===== src/rtl/assert_macros.svh =====
// assertion macros used by the node picker rtl
`ifndef ASSERT_MACROS_SVH
`define ASSERT_MACROS_SVH
`ifndef SYNTH
`define ASSERT_CLK(lbl, clk, rst, prop, msg) \
  lbl: assert property (@(posedge clk) disable iff (rst) prop) else $error(msg);
`define ASSERT_NEVER(lbl, clk, rst, cond, msg) \
  `ASSERT_CLK(lbl, clk, rst, !(cond), msg)
`else
`define ASSERT_CLK(lbl, clk, rst, prop, msg)
`define ASSERT_NEVER(lbl, clk, rst, cond, msg)
`endif
`endif


===== src/rtl/lwnp_pkg.sv =====
// shared constants and types of the latency weighted node picker
`timescale 1ns / 1ps
package lwnp_pkg;
  localparam int NODES_DEF    = 8;
  localparam int TIE_BITS_DEF = 32;

  localparam int REQ_W   = 3;
  localparam int IDX_W   = 3;
  localparam int WT_W    = 8;
  localparam int LAT_W   = 24;
  localparam int OPEN_W  = 16;
  localparam int ALPHA_W = 9;

  localparam logic [ALPHA_W-1:0] ALPHA_DEF = 9'd51;
  localparam logic [ALPHA_W-1:0] ALPHA_ONE = 9'd256;

  // shared multiplier operand and product widths
  localparam int COST_W  = LAT_W + OPEN_W + 1;
  localparam int MUL_A_W = COST_W;
  localparam int MUL_B_W = OPEN_W + 1;
  localparam int PROD_W  = MUL_A_W + MUL_B_W;

  localparam logic [REQ_W-1:0] REQ_ADD        = 3'd0;
  localparam logic [REQ_W-1:0] REQ_REMOVE     = 3'd1;
  localparam logic [REQ_W-1:0] REQ_PICK       = 3'd2;
  localparam logic [REQ_W-1:0] REQ_CONN_START = 3'd3;
  localparam logic [REQ_W-1:0] REQ_CONN_END   = 3'd4;
  localparam logic [REQ_W-1:0] REQ_RESPONSE   = 3'd5;

  typedef struct packed {
    logic start;
  } mod_ctrl_t;

  typedef struct packed {
    logic busy;
    logic done;
  } mod_stat_t;
endpackage


===== src/rtl/lwnp_req_if.sv =====
// request channel of the node picker
`timescale 1ns / 1ps
interface lwnp_req_if;
  logic                        valid;
  logic                        ready;
  logic [lwnp_pkg::REQ_W-1:0]  req_type;
  logic [lwnp_pkg::IDX_W-1:0]  node_index;
  logic [lwnp_pkg::WT_W-1:0]   weight;
  logic [lwnp_pkg::LAT_W-1:0]  response_time;

  modport source (output valid, req_type, node_index, weight, response_time, input ready);
  modport sink (input valid, req_type, node_index, weight, response_time, output ready);
endinterface


===== src/rtl/lwnp_res_if.sv =====
// result channel of the node picker
`timescale 1ns / 1ps
interface lwnp_res_if;
  logic                        valid;
  logic                        ready;
  logic [lwnp_pkg::IDX_W-1:0]  chosen_node;
  logic                        found;

  modport source (output valid, chosen_node, found, input ready);
  modport sink (input valid, chosen_node, found, output ready);
endinterface


===== src/rtl/lwnp_mod_unit.sv =====
// bit-serial remainder unit for the tie counter modulo the tie count
`timescale 1ns / 1ps
module lwnp_mod_unit #(
  parameter int DW = lwnp_pkg::TIE_BITS_DEF,
  parameter int VW = 4
) (
  input  logic                clk,
  input  logic                rst,
  input  lwnp_pkg::mod_ctrl_t ctrl,
  input  logic [DW-1:0]       dividend,
  input  logic [VW-1:0]       divisor,
  output lwnp_pkg::mod_stat_t stat,
  output logic [VW-1:0]       rem
);
  import lwnp_pkg::*;

  localparam int CW = $clog2(DW + 1);

  logic          busy;
  logic          done;
  logic [CW-1:0] cnt;
  logic [DW-1:0] dvd;
  logic [VW-1:0] div_r;
  logic [VW:0]   trial;

  assign trial = {rem, dvd[DW-1]};

  always_ff @(posedge clk) begin
    if (rst) begin
      busy <= 1'b0;
      done <= 1'b0;
    end else begin
      done <= 1'b0;
      if (ctrl.start) begin
        busy  <= 1'b1;
        dvd   <= dividend;
        div_r <= divisor;
        rem   <= '0;
        cnt   <= '0;
      end else if (busy) begin
        // one quotient bit per cycle, remainder stays below the divisor
        if (trial >= {1'b0, div_r}) begin
          rem <= VW'(trial - {1'b0, div_r});
        end else begin
          rem <= trial[VW-1:0];
        end
        dvd <= dvd << 1;
        cnt <= cnt + 1'b1;
        if (cnt == CW'(DW - 1)) begin
          busy <= 1'b0;
          done <= 1'b1;
        end
      end
    end
  end

  assign stat.busy = busy;
  assign stat.done = done;
endmodule


===== src/rtl/latency_weighted_node_picker.sv =====
// add, conn start/end, unused codes and a first or ignored response finish in idle; a later
// response runs mul1, mul2 and sum; remove walks the member list to compact it; pick runs
// fetch, cost, lhs, rhs and compare per member on the shared multiplier, then the serial
// modulo (skipped with no members) and the result register, held while the output stalls
// one request at a time: the next is taken once the sequencer is back in idle
// reset (rst, synchronous) clears membership, counts, averages, tie counter, alpha to 51
`timescale 1ns / 1ps
module latency_weighted_node_picker #(
  parameter int NODES            = lwnp_pkg::NODES_DEF,
  parameter int TIE_COUNTER_BITS = lwnp_pkg::TIE_BITS_DEF
) (
  input logic                          clk,
  input logic                          rst,
  lwnp_req_if.sink                     req,
  lwnp_res_if.source                   res,
  input logic                          cfg_we,
  input logic [lwnp_pkg::ALPHA_W-1:0]  cfg_data
);
  import lwnp_pkg::*;

  localparam int NIW  = (NODES > 1) ? $clog2(NODES) : 1;
  localparam int CNTW = $clog2(NODES + 1);

  typedef enum logic [3:0] {
    S_IDLE, S_REM, S_P_FETCH, S_P_COST, S_P_LHS, S_P_RHS, S_P_CMP,
    S_MOD, S_OUT, S_R_MUL1, S_R_MUL2, S_R_SUM
  } state_t;

  state_t state;

  logic [NODES-1:0]  present;
  logic [NODES-1:0]  seen;
  logic [LAT_W-1:0]  lat [NODES];
  logic [OPEN_W-1:0] open_cnt [NODES];
  logic [WT_W-1:0]   wt [NODES];
  logic [NIW-1:0]    order [NODES];
  logic [NIW-1:0]    ties [NODES];
  logic [CNTW-1:0]   member_count;
  logic [CNTW-1:0]   tcount;
  logic [CNTW-1:0]   i;
  logic [CNTW-1:0]   k;
  logic [TIE_COUNTER_BITS-1:0] tie_ctr;
  logic [ALPHA_W-1:0] alpha;

  logic [NIW-1:0]     n_r;
  logic [LAT_W-1:0]   rt_r;
  logic [NIW-1:0]     cur;
  logic [COST_W-1:0]  cost_m;
  logic [COST_W-1:0]  cost_best;
  logic [WT_W-1:0]    div_best;
  logic [PROD_W-1:0]  lhs;
  logic [PROD_W-1:0]  mul_p;
  logic [MUL_A_W-1:0] mul_a;
  logic [MUL_B_W-1:0] mul_b;
  logic [PROD_W-1:0]  sum;

  logic [NIW-1:0]   pick_r;
  logic [NIW+2:0]   pick_ext;
  logic             found_r;
  logic             res_valid;
  logic             res_found;
  logic [IDX_W-1:0] chosen_r;

  logic [ALPHA_W-1:0] a_eff;
  logic [ALPHA_W-1:0] a_inv;
  logic               in_range;
  logic [NIW-1:0]     nidx;

  mod_ctrl_t       mod_ctrl;
  mod_stat_t       mod_stat;
  logic [CNTW-1:0] mod_rem;

  lwnp_mod_unit #(.DW(TIE_COUNTER_BITS), .VW(CNTW)) u_mod (
    .clk      (clk),
    .rst      (rst),
    .ctrl     (mod_ctrl),
    .dividend (tie_ctr),
    .divisor  (tcount),
    .stat     (mod_stat),
    .rem      (mod_rem)
  );

  assign a_eff    = (alpha == '0 || alpha > ALPHA_ONE) ? ALPHA_DEF : alpha;
  assign a_inv    = ALPHA_ONE - a_eff;
  assign in_range = 32'(req.node_index) < NODES;
  assign nidx     = NIW'(req.node_index);
  assign sum      = lhs + mul_p;
  assign pick_ext = (NIW + 3)'(pick_r);

  assign req.ready       = (state == S_IDLE);
  assign res.valid       = res_valid;
  assign res.chosen_node = chosen_r;
  assign res.found       = res_found;

  // operand select of the shared multiplier
  always_comb begin
    mul_a = '0;
    mul_b = '0;
    case (state)
      S_P_COST: begin
        mul_a = MUL_A_W'(lat[cur]);
        mul_b = MUL_B_W'(open_cnt[cur]) + 1'b1;
      end
      S_P_LHS: begin
        mul_a = mul_p[MUL_A_W-1:0];
        mul_b = MUL_B_W'(div_best);
      end
      S_P_RHS: begin
        mul_a = cost_best;
        mul_b = MUL_B_W'(wt[cur]);
      end
      S_R_MUL1: begin
        mul_a = MUL_A_W'(rt_r);
        mul_b = MUL_B_W'(a_eff);
      end
      S_R_MUL2: begin
        mul_a = MUL_A_W'(lat[n_r]);
        mul_b = MUL_B_W'(a_inv);
      end
      default: begin
        mul_a = '0;
        mul_b = '0;
      end
    endcase
  end

  always_ff @(posedge clk) begin
    mul_p <= mul_a * mul_b;
    if (rst) begin
      state          <= S_IDLE;
      present        <= '0;
      seen           <= '0;
      member_count   <= '0;
      tie_ctr        <= '0;
      alpha          <= ALPHA_DEF;
      res_valid      <= 1'b0;
      mod_ctrl.start <= 1'b0;
      tcount         <= '0;
      for (int j = 0; j < NODES; j++) begin
        lat[j]      <= '0;
        open_cnt[j] <= '0;
      end
    end else begin
      mod_ctrl.start <= 1'b0;
      if (cfg_we) begin
        alpha <= cfg_data;
      end
      if (res_valid && res.ready && state != S_OUT) begin
        res_valid <= 1'b0;
      end
      case (state)
        S_IDLE: begin
          if (req.valid) begin
            n_r  <= nidx;
            rt_r <= req.response_time;
            case (req.req_type)
              REQ_PICK: begin
                i      <= '0;
                tcount <= '0;
                state  <= S_P_FETCH;
              end
              REQ_ADD: begin
                if (in_range) begin
                  wt[nidx] <= (req.weight == '0) ? WT_W'(1) : req.weight;
                  if (!present[nidx]) begin
                    present[nidx] <= 1'b1;
                    if (member_count < CNTW'(NODES)) begin
                      order[member_count[NIW-1:0]] <= nidx;
                      member_count <= member_count + 1'b1;
                    end
                  end
                end
              end
              REQ_REMOVE: begin
                if (in_range) begin
                  present[nidx]  <= 1'b0;
                  open_cnt[nidx] <= '0;
                  i              <= '0;
                  k              <= '0;
                  state          <= S_REM;
                end
              end
              REQ_CONN_START: begin
                if (in_range && present[nidx] && open_cnt[nidx] != '1) begin
                  open_cnt[nidx] <= open_cnt[nidx] + 1'b1;
                end
              end
              REQ_CONN_END: begin
                if (in_range && present[nidx] && open_cnt[nidx] != '0) begin
                  open_cnt[nidx] <= open_cnt[nidx] - 1'b1;
                end
              end
              REQ_RESPONSE: begin
                if (in_range && present[nidx] && req.response_time != '0) begin
                  if (!seen[nidx]) begin
                    lat[nidx]  <= req.response_time;
                    seen[nidx] <= 1'b1;
                  end else begin
                    state <= S_R_MUL1;
                  end
                end
              end
              default: begin
              end
            endcase
          end
        end
        // compact the member list, keeping order
        S_REM: begin
          if (i < member_count) begin
            if (order[i[NIW-1:0]] != n_r) begin
              order[k[NIW-1:0]] <= order[i[NIW-1:0]];
              k <= k + 1'b1;
            end
            i <= i + 1'b1;
          end else begin
            member_count <= k;
            state        <= S_IDLE;
          end
        end
        S_P_FETCH: begin
          if (i < member_count) begin
            cur <= order[i[NIW-1:0]];
            i   <= i + 1'b1;
            if (present[order[i[NIW-1:0]]]) begin
              state <= S_P_COST;
            end
          end else if (tcount == '0) begin
            pick_r  <= '0;
            found_r <= 1'b0;
            state   <= S_OUT;
          end else begin
            mod_ctrl.start <= 1'b1;
            state          <= S_MOD;
          end
        end
        S_P_COST: begin
          state <= S_P_LHS;
        end
        S_P_LHS: begin
          cost_m <= mul_p[COST_W-1:0];
          if (tcount == '0) begin
            cost_best <= mul_p[COST_W-1:0];
            div_best  <= wt[cur];
            ties[0]   <= cur;
            tcount    <= CNTW'(1);
            state     <= S_P_FETCH;
          end else begin
            state <= S_P_RHS;
          end
        end
        S_P_RHS: begin
          lhs   <= mul_p;
          state <= S_P_CMP;
        end
        // cross-multiplied scores: lhs = cost_m*w_best, mul_p = cost_best*w_m
        S_P_CMP: begin
          if (lhs < mul_p) begin
            cost_best <= cost_m;
            div_best  <= wt[cur];
            ties[0]   <= cur;
            tcount    <= CNTW'(1);
          end else if (lhs == mul_p && tcount < CNTW'(NODES)) begin
            ties[tcount[NIW-1:0]] <= cur;
            tcount <= tcount + 1'b1;
          end
          state <= S_P_FETCH;
        end
        S_MOD: begin
          if (mod_stat.done) begin
            pick_r  <= ties[mod_rem[NIW-1:0]];
            found_r <= 1'b1;
            tie_ctr <= tie_ctr + 1'b1;
            state   <= S_OUT;
          end
        end
        S_OUT: begin
          if (!res_valid || res.ready) begin
            res_valid <= 1'b1;
            res_found <= found_r;
            chosen_r  <= pick_ext[IDX_W-1:0];
            state     <= S_IDLE;
          end
        end
        S_R_MUL1: begin
          state <= S_R_MUL2;
        end
        S_R_MUL2: begin
          lhs   <= mul_p;
          state <= S_R_SUM;
        end
        S_R_SUM: begin
          lat[n_r] <= sum[LAT_W+7:8];
          state    <= S_IDLE;
        end
        default: begin
          state <= S_IDLE;
        end
      endcase
    end
  end

`include "assert_macros.svh"
  `ASSERT_CLK(a_count_bound, clk, rst, member_count <= CNTW'(NODES), "member count above node count")
  `ASSERT_CLK(a_ready_idle, clk, rst, req.ready |-> !mod_stat.busy, "ready while modulo busy")
  `ASSERT_NEVER(a_mod_stray, clk, rst, mod_stat.done && (state != S_MOD), "stray modulo done")
  `ASSERT_CLK(a_tie_nonzero, clk, rst, (state == S_MOD) |-> (tcount != '0), "modulo by zero ties")
endmodule


===== src/flat_wrapper.sv =====
// flat-port wrapper written by rule: the top's interface ports become plain ports
module latency_weighted_node_picker_flat import lwnp_pkg::*;
#(
  parameter int NODES            = lwnp_pkg::NODES_DEF,
  parameter int TIE_COUNTER_BITS = lwnp_pkg::TIE_BITS_DEF
)
  (clk, rst, cfg_we, cfg_data, req_valid, req_req_type, req_node_index, req_weight, req_response_time, req_ready, res_valid, res_chosen_node, res_found, res_ready);
  lwnp_req_if req_i ();
  lwnp_res_if res_i ();
  input logic clk;
  input logic rst;
  input logic cfg_we;
  input logic [lwnp_pkg::ALPHA_W-1:0] cfg_data;
  input wire logic [$bits(req_i.valid)-1:0] req_valid;
  input wire logic [$bits(req_i.req_type)-1:0] req_req_type;
  input wire logic [$bits(req_i.node_index)-1:0] req_node_index;
  input wire logic [$bits(req_i.weight)-1:0] req_weight;
  input wire logic [$bits(req_i.response_time)-1:0] req_response_time;
  output wire logic [$bits(req_i.ready)-1:0] req_ready;
  output wire logic [$bits(res_i.valid)-1:0] res_valid;
  output wire logic [$bits(res_i.chosen_node)-1:0] res_chosen_node;
  output wire logic [$bits(res_i.found)-1:0] res_found;
  input wire logic [$bits(res_i.ready)-1:0] res_ready;
  assign req_i.valid = req_valid;
  assign req_i.req_type = req_req_type;
  assign req_i.node_index = req_node_index;
  assign req_i.weight = req_weight;
  assign req_i.response_time = req_response_time;
  assign req_ready = req_i.ready;
  assign res_valid = res_i.valid;
  assign res_chosen_node = res_i.chosen_node;
  assign res_found = res_i.found;
  assign res_i.ready = res_ready;
  latency_weighted_node_picker #(.NODES(NODES), .TIE_COUNTER_BITS(TIE_COUNTER_BITS)) u_core (.clk(clk), .rst(rst), .req(req_i), .res(res_i), .cfg_we(cfg_we), .cfg_data(cfg_data));
endmodule

===== config.mk =====
export PLATFORM = sky130hd
export DESIGN_NAME = latency_weighted_node_picker_flat
export DESIGN_NICKNAME = d
export VERILOG_FILES = /design/src/rtl/lwnp_pkg.sv /design/src/rtl/lwnp_req_if.sv /design/src/rtl/lwnp_res_if.sv /design/src/rtl/lwnp_mod_unit.sv /design/src/rtl/latency_weighted_node_picker.sv /design/src/flat_wrapper.sv
export VERILOG_INCLUDE_DIRS = /design/src /design/src/rtl
export SDC_FILE = /design/constraint.sdc
export NUM_CORES = 2
export LEC_CHECK = 0
export BUFFER_PORTS_ARGS = -buffer_cell sky130_fd_sc_hd__buf_2
export CAP_MARGIN = 20
export CORE_ASPECT_RATIO = 0.75
export CORE_MARGIN = 2
export CORE_UTILIZATION = 39
export DETAILED_ROUTE_END_ITERATION = 7
export PLACE_DENSITY = 0.55
export SYNTH_ARGS = -nofsm -noshare
export SYNTH_HDL_FRONTEND = slang
export SYNTH_SLANG_ARGS = --single-unit
export TNS_END_PERCENT = 20

===== constraint.sdc =====
create_clock -name clk -period 9.4 [get_ports clk]
set_input_delay 0.94 -clock clk [delete_from_list [all_inputs] [get_ports clk]]
set_output_delay 0.94 -clock clk [all_outputs]
set_load 0.02 [all_outputs]

== Yosys cells after proc, flatten, opt, wreduce, memory -nomap -nowiden ==
Memory sizes are Yosys's and may differ from the RTL's. A register that Yosys moved wholly into a read port is not among the register bits.
Cells that the tools add are included.

* Bits in registers: 371
* RAM bits: 432
* Input port bits: 52
* Output and inout port bits: 6
* Logic and storage cells: 320
* Memories: 5

{| class="wikitable"
|+ Memory list
! memory !! depth !! width !! rd ports !! clocked after memory_dff !! write ports !! line !! text
|-
| u_core.lat || 8 || 24 || 2 || 2 || 8 || latency_weighted_node_picker.sv:33 || <nowiki>logic [LAT_W-1:0] lat [NODES];</nowiki>
|-
| u_core.open_cnt || 8 || 16 || 2 || 1 || 8 || latency_weighted_node_picker.sv:34 || <nowiki>logic [OPEN_W-1:0] open_cnt [NODES];</nowiki>
|-
| u_core.wt || 8 || 8 || 1 || 1 || 1 || latency_weighted_node_picker.sv:35 || <nowiki>logic [WT_W-1:0] wt [NODES];</nowiki>
|-
| u_core.order || 8 || 3 || 1 || 1 || 1 || latency_weighted_node_picker.sv:36 || <nowiki>logic [NIW-1:0] order [NODES];</nowiki>
|-
| u_core.ties || 8 || 3 || 1 || 1 || 1 || latency_weighted_node_picker.sv:37 || <nowiki>logic [NIW-1:0] ties [NODES];</nowiki>
|}

* Add/subtract/negate cells: 12
* $mul: 1
* $lt $le $gt $ge: 9
* Equality and inequality tests: 44
* Muxes and demuxes: 158
* Bitwise logic cells: 11
* Reduce and logical (&&, ||, !) cells: 51

{| class="wikitable"
|+ Operators by type and width
! kind !! count
|-
| $pmux W41 S5 || 1
|-
| $mux W4 || 28
|-
| $pmux W17 S5 || 1
|-
| $mux W41 || 2
|-
| $pmux W41 S2 || 1
|-
| $mux W1 || 79
|-
| $mux W32 || 2
|-
| $eq A58 B58 Y1 || 1
|-
| $lt A58 B58 Y1 || 1
|-
| $mul A41 B17 Y58 || 1
|-
| $mux W3 || 19
|-
| $mux W16 || 3
|-
| $mux W24 || 2
|-
| $reduce_or A24 Y1 || 2
|-
| $pmux W4 S11 || 1
|-
| $add A32 B1 Y32 const B || 1
|-
| $add A32 B32 Y32 || 1
|-
| $mux W8 || 4
|-
| $pmux W8 S2 || 2
|-
| $pmux W4 S2 || 3
|-
| $pmux W4 S3 || 2
|-
| $reduce_bool A24 Y1 || 1
|-
| $ne A2 B1 Y1 const B || 11
|-
| $reduce_and A5 Y1 || 4
|-
| other kinds (58) || 113
|}

== Depth between registers and ports, before layout ==
* Word-level depth: 13
* Gate-level depth with buffers: 41
* Mapped depth without buffers: 38

== Hierarchy ==
From an unflattened synthesis, not the netlist that was laid out.

* Cells, all modules: 5399
* Area, all modules: 60152.7 um^2

{| class="wikitable"
|+ Modules (own cells, without submodules)
! module !! instances !! cells an instance !! area an instance (um^2) !! sequential area each (um^2)
|-
| latency_weighted_node_picker || 1 || 5253 || 57915.5 || 21560.7
|-
| lwnp_mod_unit || 1 || 146 || 2237.1 || 1421.4
|}

== Worst setup path after synthesis ==
No wires, ideal clock.

* Path type: register -> register
* Start: register u_core.alpha[2]
* End: register u_core.mul_p[46]
* Setup time: 0.128 ns
* Arrival time: 9.114 ns
* Required time: 9.272 ns
* Path slack: 0.158 ns
* Stages on the path, launching flop included: 40
* Buffers on the path: 3
* Period minus slack after synthesis: 9.242 ns
* Cells stage by stage: dfxtp_1 > nor2_1 > nand2_1 > nor2_1 > nor4b_1 > ha_1 > clkbuf_1 > nor2_1 > ha_1 > nand2_1 > or3_1 > nor3_1 > nand2_1 > o221ai_1 > clkbuf_1 > nand2_1 > fa_1 > inv_1 > (+4 left out) > fa_1 > fa_1 > inv_1 > fa_1 > inv_1 > ha_1 > clkbuf_1 > a21o_1 > a211oi_1 > nand2_1 > o21a_1 > or4b_1 > a31oi_1 > o31a_1 > o31ai_1 > a211o_1 > a2111oi_0 > o41ai_1

* Word-level cells in the longest chain between the ends: 6
* Elaborated cells between the ends (all ways): 7
* Those cells by class: 1 x add/sub; 1 x mul; 1 x order compare; 2 x mux; 2 x reduce/logical

{| class="wikitable"
|+ Ends and longest elaborated chain
! element !! line !! text
|-
| from (decl) || latency_weighted_node_picker.sv:43 || <nowiki>logic [ALPHA_W-1:0] alpha;</nowiki>
|-
| from (signal assigned) || latency_weighted_node_picker.sv:146 || <nowiki>alpha <= cfg_data;</nowiki>
|-
| $gt A9 B9 Y1 or $logic_not A9 Y1 (tied branches) || latency_weighted_node_picker.sv:83 || <nowiki>assign a_eff = (alpha == '0 || alpha > ALPHA_ONE) ? ALPHA_DEF : alpha;</nowiki>
|-
| $logic_or A1 B1 Y1 || latency_weighted_node_picker.sv:83 ||
|-
| $mux W9 (*) || latency_weighted_node_picker.sv:83 ||
|-
| $sub A9 B9 Y9 || latency_weighted_node_picker.sv:84 || <nowiki>assign a_inv = ALPHA_ONE - a_eff;</nowiki>
|-
| $pmux W17 S5 (*) || latency_weighted_node_picker.sv:99 || <nowiki>case (state)</nowiki>
|-
| $mul A41 B17 Y58 (*) || latency_weighted_node_picker.sv:128 || <nowiki>mul_p <= mul_a * mul_b;</nowiki>
|-
| to (signal assigned) || latency_weighted_node_picker.sv:128 ||
|-
| to (decl) || latency_weighted_node_picker.sv:52 || <nowiki>logic [PROD_W-1:0] mul_p;</nowiki>
|}

Every way passes the cells marked *; elsewhere a longest branch is shown, timed or not.
A chain may end at the register's enable or synchronous reset.

== Worst setup path after layout ==
Same ends and word-level chain as after synthesis.

==> impl_metrics.py <==
metrics = {
    "critical_path": {
        "cp-endpoint": "u_core.mul_p[46]$_DFF_P_",
        "crit_slowest_cell": "or4b_4",
        "required_ns": 9.96,
        "r2r_slack_ns": 0.25,
        "crit_fanout": 6,
        "r2r-start": "u_core.alpha[2]$_SDFFE_PP0P_",
        "cp-start-kind": "flip-flop",
        "crit_top_cell": "fa_1",
        "path_class": "flip-flop to flip-flop",
        "cpPeakStageDelay_ns": 0.58,
        "r2r-end": "u_core.mul_p[46]$_DFF_P_",
        "crit_path_end_kind": "flip-flop",
        "arrival_ns": 9.71,
        "startpoint": "u_core.alpha[2]$_SDFFE_PP0P_",
        "reg2reg_depth": 37,
    },
    "grt": {
        "grt_antenna_before_repair": 1,
        "grt_max_degree": 83,
        "overflow": 0,
        "grt_first_pass_wirelength_mm": 271,
        "grt_pass1_vias": 43100,
        "track_usage": 0.227,
    },
    "floorplanning": {
        "num_rows": 124,
        "initial_core_util": 0.394,
        "ioPinCount": 58,
        "die_w_um": 458,
        "dieArea_mm2": 0.158,
        "die_h_um": 344,
        "coreArea_mm2": 0.153,
    },
    "power_and_ir_drop": {
        "leakage_nw": 27.6,
        "seqPwrFrac": 0.352,
        "swShare": 0.337,
        "p_switching_mw": 4.13,
        "internal-power_mw": 8.14,
        "power_mw": 12.3,
        "irDropWorstVdd_v": 0.000331,
        "power.density_mw_per_mm2": 180,
        "pwr-share-comb": 0.344,
        "clkPwrFrac": 0.304,
    },
    "synth": {
        "synthArstFlopShare": 0,
        "syn-cell-area_mm2": 0.0603,
        "yosysWarnings": 0,
        "ys_seq_area_frac": 0.382,
        "ys.flop_type": "edfxtp_1",
        "ys_ff_latch": 815,
        "avgSynthCellArea_um2": 11.0,
        "synth-edff-count": 672,
        "synth_cell_types": 93,
        "synthCells": 5493,
    },
    "layout": {
        "layout-drive-gt1-share": 0.140,
        "regArea_mm2": 0.0231,
        "fin_util": 0.446,
        "fin_area_mm2": 0.0682,
        "fill_cells": 14300,
        "synthToLayoutAreaGrowth_pct": 13.2,
        "fin_nets": 6672,
        "multi_input_area_mm2": 0.0340,
    },
    "sta": {
        "hold_ws_ns": 0.428,
        "slew_violations": 0,
        "fmaxAchievable_mhz": 109,
        "fin_ws_ns": 0.254,
        "slew_headroom": 0.210,
        "min_period_ns": 9.15,
        "worst_slew_pin_slew_ns": 1.17,
        "skew_ns": 0.0401,
        "rsz0062_at_grt": "yes",
        "layout_worst_path_cycle_share": 0.973,
        "finalSetupViolations": 0,
        "hold_viol_final": 0,
    },
    "clock_network": {
        "clock-root-buffer": "clkbuf_16",
        "numCtsBuffers": 88,
        "insertion_delay_ns": 0.71,
        "cts.sinks": 815,
        "clk_pin_slew_ns": 0.06,
        "clk_path_buf_depth": 3,
        "h-tree-depth": 3,
        "cts_tree": "done",
    },
    "routing": {
        "postRouteAntennaNets": 0,
        "wire_per_inst_um": 22.5,
        "vias": 42700,
        "dr.pass1.iters": 8,
        "vias_per_cell": 5.41,
        "drcViolationCount": 1,
        "drt-initial-drc-count": 4200,
        "drt-total-wl_mm": 177,
    },
    "min_path": {
        "hold_path_class": "flip-flop to flip-flop",
    },
    "place": {
        "place_ws_ns": -0.124,
        "port_buffers": 57,
        "gp_congestion": 0.973,
        "hpwlAfterDp_mm": 132,
        "place_area_mm2": 0.0646,
    },
    "outcome": {
        "violations": "design-rule violations",
        "status": "finished with violations",
    },
    "run": {
        "cap_violations": 0,
    },
}
[routing by layer]
metal / global-route usage / wire [µm] / vias to the layer above
li1: - / - / 19100
met4: 0.0650 / 5400 / 0
met2: 0.343 / 77300 / 1713
met1: 0.337 / 80100 / 21700
met3: 0.0385 / 14300 / 228
met5: 0 / 0 / -
[cells in the mapped netlist, types with 76 or more instances]
library cell,instances,area share
inv_1,804,0.050
edfxtp_1,672,0.33
nor2_1,601,0.037
fa_1,585,0.19
nand2_1,565,0.035
a21oi_1,298,0.025
ha_1,241,0.050
clkbuf_1,202,0.013
mux4_2,173,0.065
dfxtp_1,143,0.048
o21ai_0,138,0.011
mux2i_1,104,0.017
nor3_1,89,0.0074
xnor2_1,76,0.011
[power by group through the flow]
stage	Sequential [mW]	Combinational (mW)	Clock [mW]
floorplan	4.28	3.00	0
global placement	4.40	4.02	0
detailed placement	4.40	4.02	0
CTS	4.32	4.05	3.79
global route	4.34	4.75	3.91
finish	4.32	4.23	3.73
[state kept, by name, indices dropped and copies added (netlist names), 8 cells and up, named ones only]
signal	flops
u_core.lhs	58
u_core.open_cnt	128
u_core.order	24
u_core.div_best	8
u_core.alpha	9
u_core.ties	24
u_core.cost_m	41
u_core.rt_r	24
u_core.wt	64
u_core.lat	192
u_core.seen	8
u_core.tie_ctr	32
u_core.cost_best	41
u_core.mul_p	58
u_core.u_mod.dvd	32
[cells by family (layout without fill, tap and decap cells)]
group	count (synthesis)	count (layout)	synth area share
XOR/XNOR	129	129	0.0188
other	2	154	0.000125
buffers and inverters	1076	1301	0.0690
adder cells (fa/ha/maj)	827	827	0.245
AND/OR/NAND/NOR	1546	1546	0.111
flip-flops	815	815	0.382
multiplexers	344	344	0.0950
AO/OA/AOI/OAI	754	754	0.0794
[final cells by class]
class	instances	share of cell area
clock inverters	61	0.0108
diodes	1	0.0000367
well taps	2016	0.0370
multi-input cells	3753	0.499
flip-flops and latches	815	0.338
clock buffers	104	0.0339
repair buffers	330	0.0372
inverters	806	0.0443
[placed cells by master, fill, tap and decap left out, drive strengths merged, types with 58 or more instances in the layout]
cell / Yosys / layout
nand2: 567 / 567
fa: 585 / 585
edfxtp: 672 / 672
conb: 2 / 153
nand3: 58 / 58
nor2: 604 / 604
xnor2: 76 / 76
inv: 806 / 813
ha: 241 / 241
buf: 68 / 329
nor3: 90 / 90
mux2i: 110 / 110
clkbuf: 202 / 105
a21oi: 299 / 299
o21ai: 149 / 149
mux2: 61 / 61
dfxtp: 143 / 143
mux4: 173 / 173
[critical path, delay by kind of cell (launching register included)]
| family | cells | cell delay [ns] |
|---|---|---|
| xor gates and xnor gates | 1 | 0.16 |
| buffers and inverters | 8 | 0.88 |
| adders and majority gates | 8 | 3.48 |
| AOI/OAI and AO/OA | 11 | 2.10 |
| DFF | 1 | 0.32 |
| and+or+nand+nor | 9 | 2.03 |
[repair_timing]
action                                  CTS  global route
resized for setup                         4            52
setup buffers                             2            24
endpoints found under the setup margin    2            19
pin swaps                                 1            14
hold buffers                              0             0
gates cloned                              0             0
[stage by stage]
step / TNS [ns] / std cells
6_report: 0 / 7886
3_5_place_dp: -0.124 / 7692
4_1_cts: 0 / 7859
5_1_grt: -0.0845 / 7886
2_1_floorplan: 0 / 5644
3_3_place_gp: 0 / 7692
[worst min-delay path by stage]
stage | start | end | slack (ns) | cells past startpoint
after CTS | cfg_data[0] | u_core.alpha[0]$_SDFFE_PP1P_ | 0.41 | 3
after detailed placement | u_core.mul_p[48]$_DFF_P_ | u_core.lhs[48]$_DFFE_PP_ | 0.41 | 0
final | u_core.mul_p[48]$_DFF_P_ | u_core.lhs[48]$_DFFE_PP_ | 0.43 | 0
after floorplan | u_core.pick_r[0]$_SDFFCE_PN0P_ | u_core.res.chosen_node[0]$_DFFE_PP_ | 0.40 | 0
after global routing | u_core.pick_r[0]$_SDFFCE_PN0P_ | u_core.res.chosen_node[0]$_DFFE_PP_ | 0.43 | 0
after global placement | u_core.mul_p[48]$_DFF_P_ | u_core.lhs[48]$_DFFE_PP_ | 0.42 | 0
(Power assumes the default switching activity.)
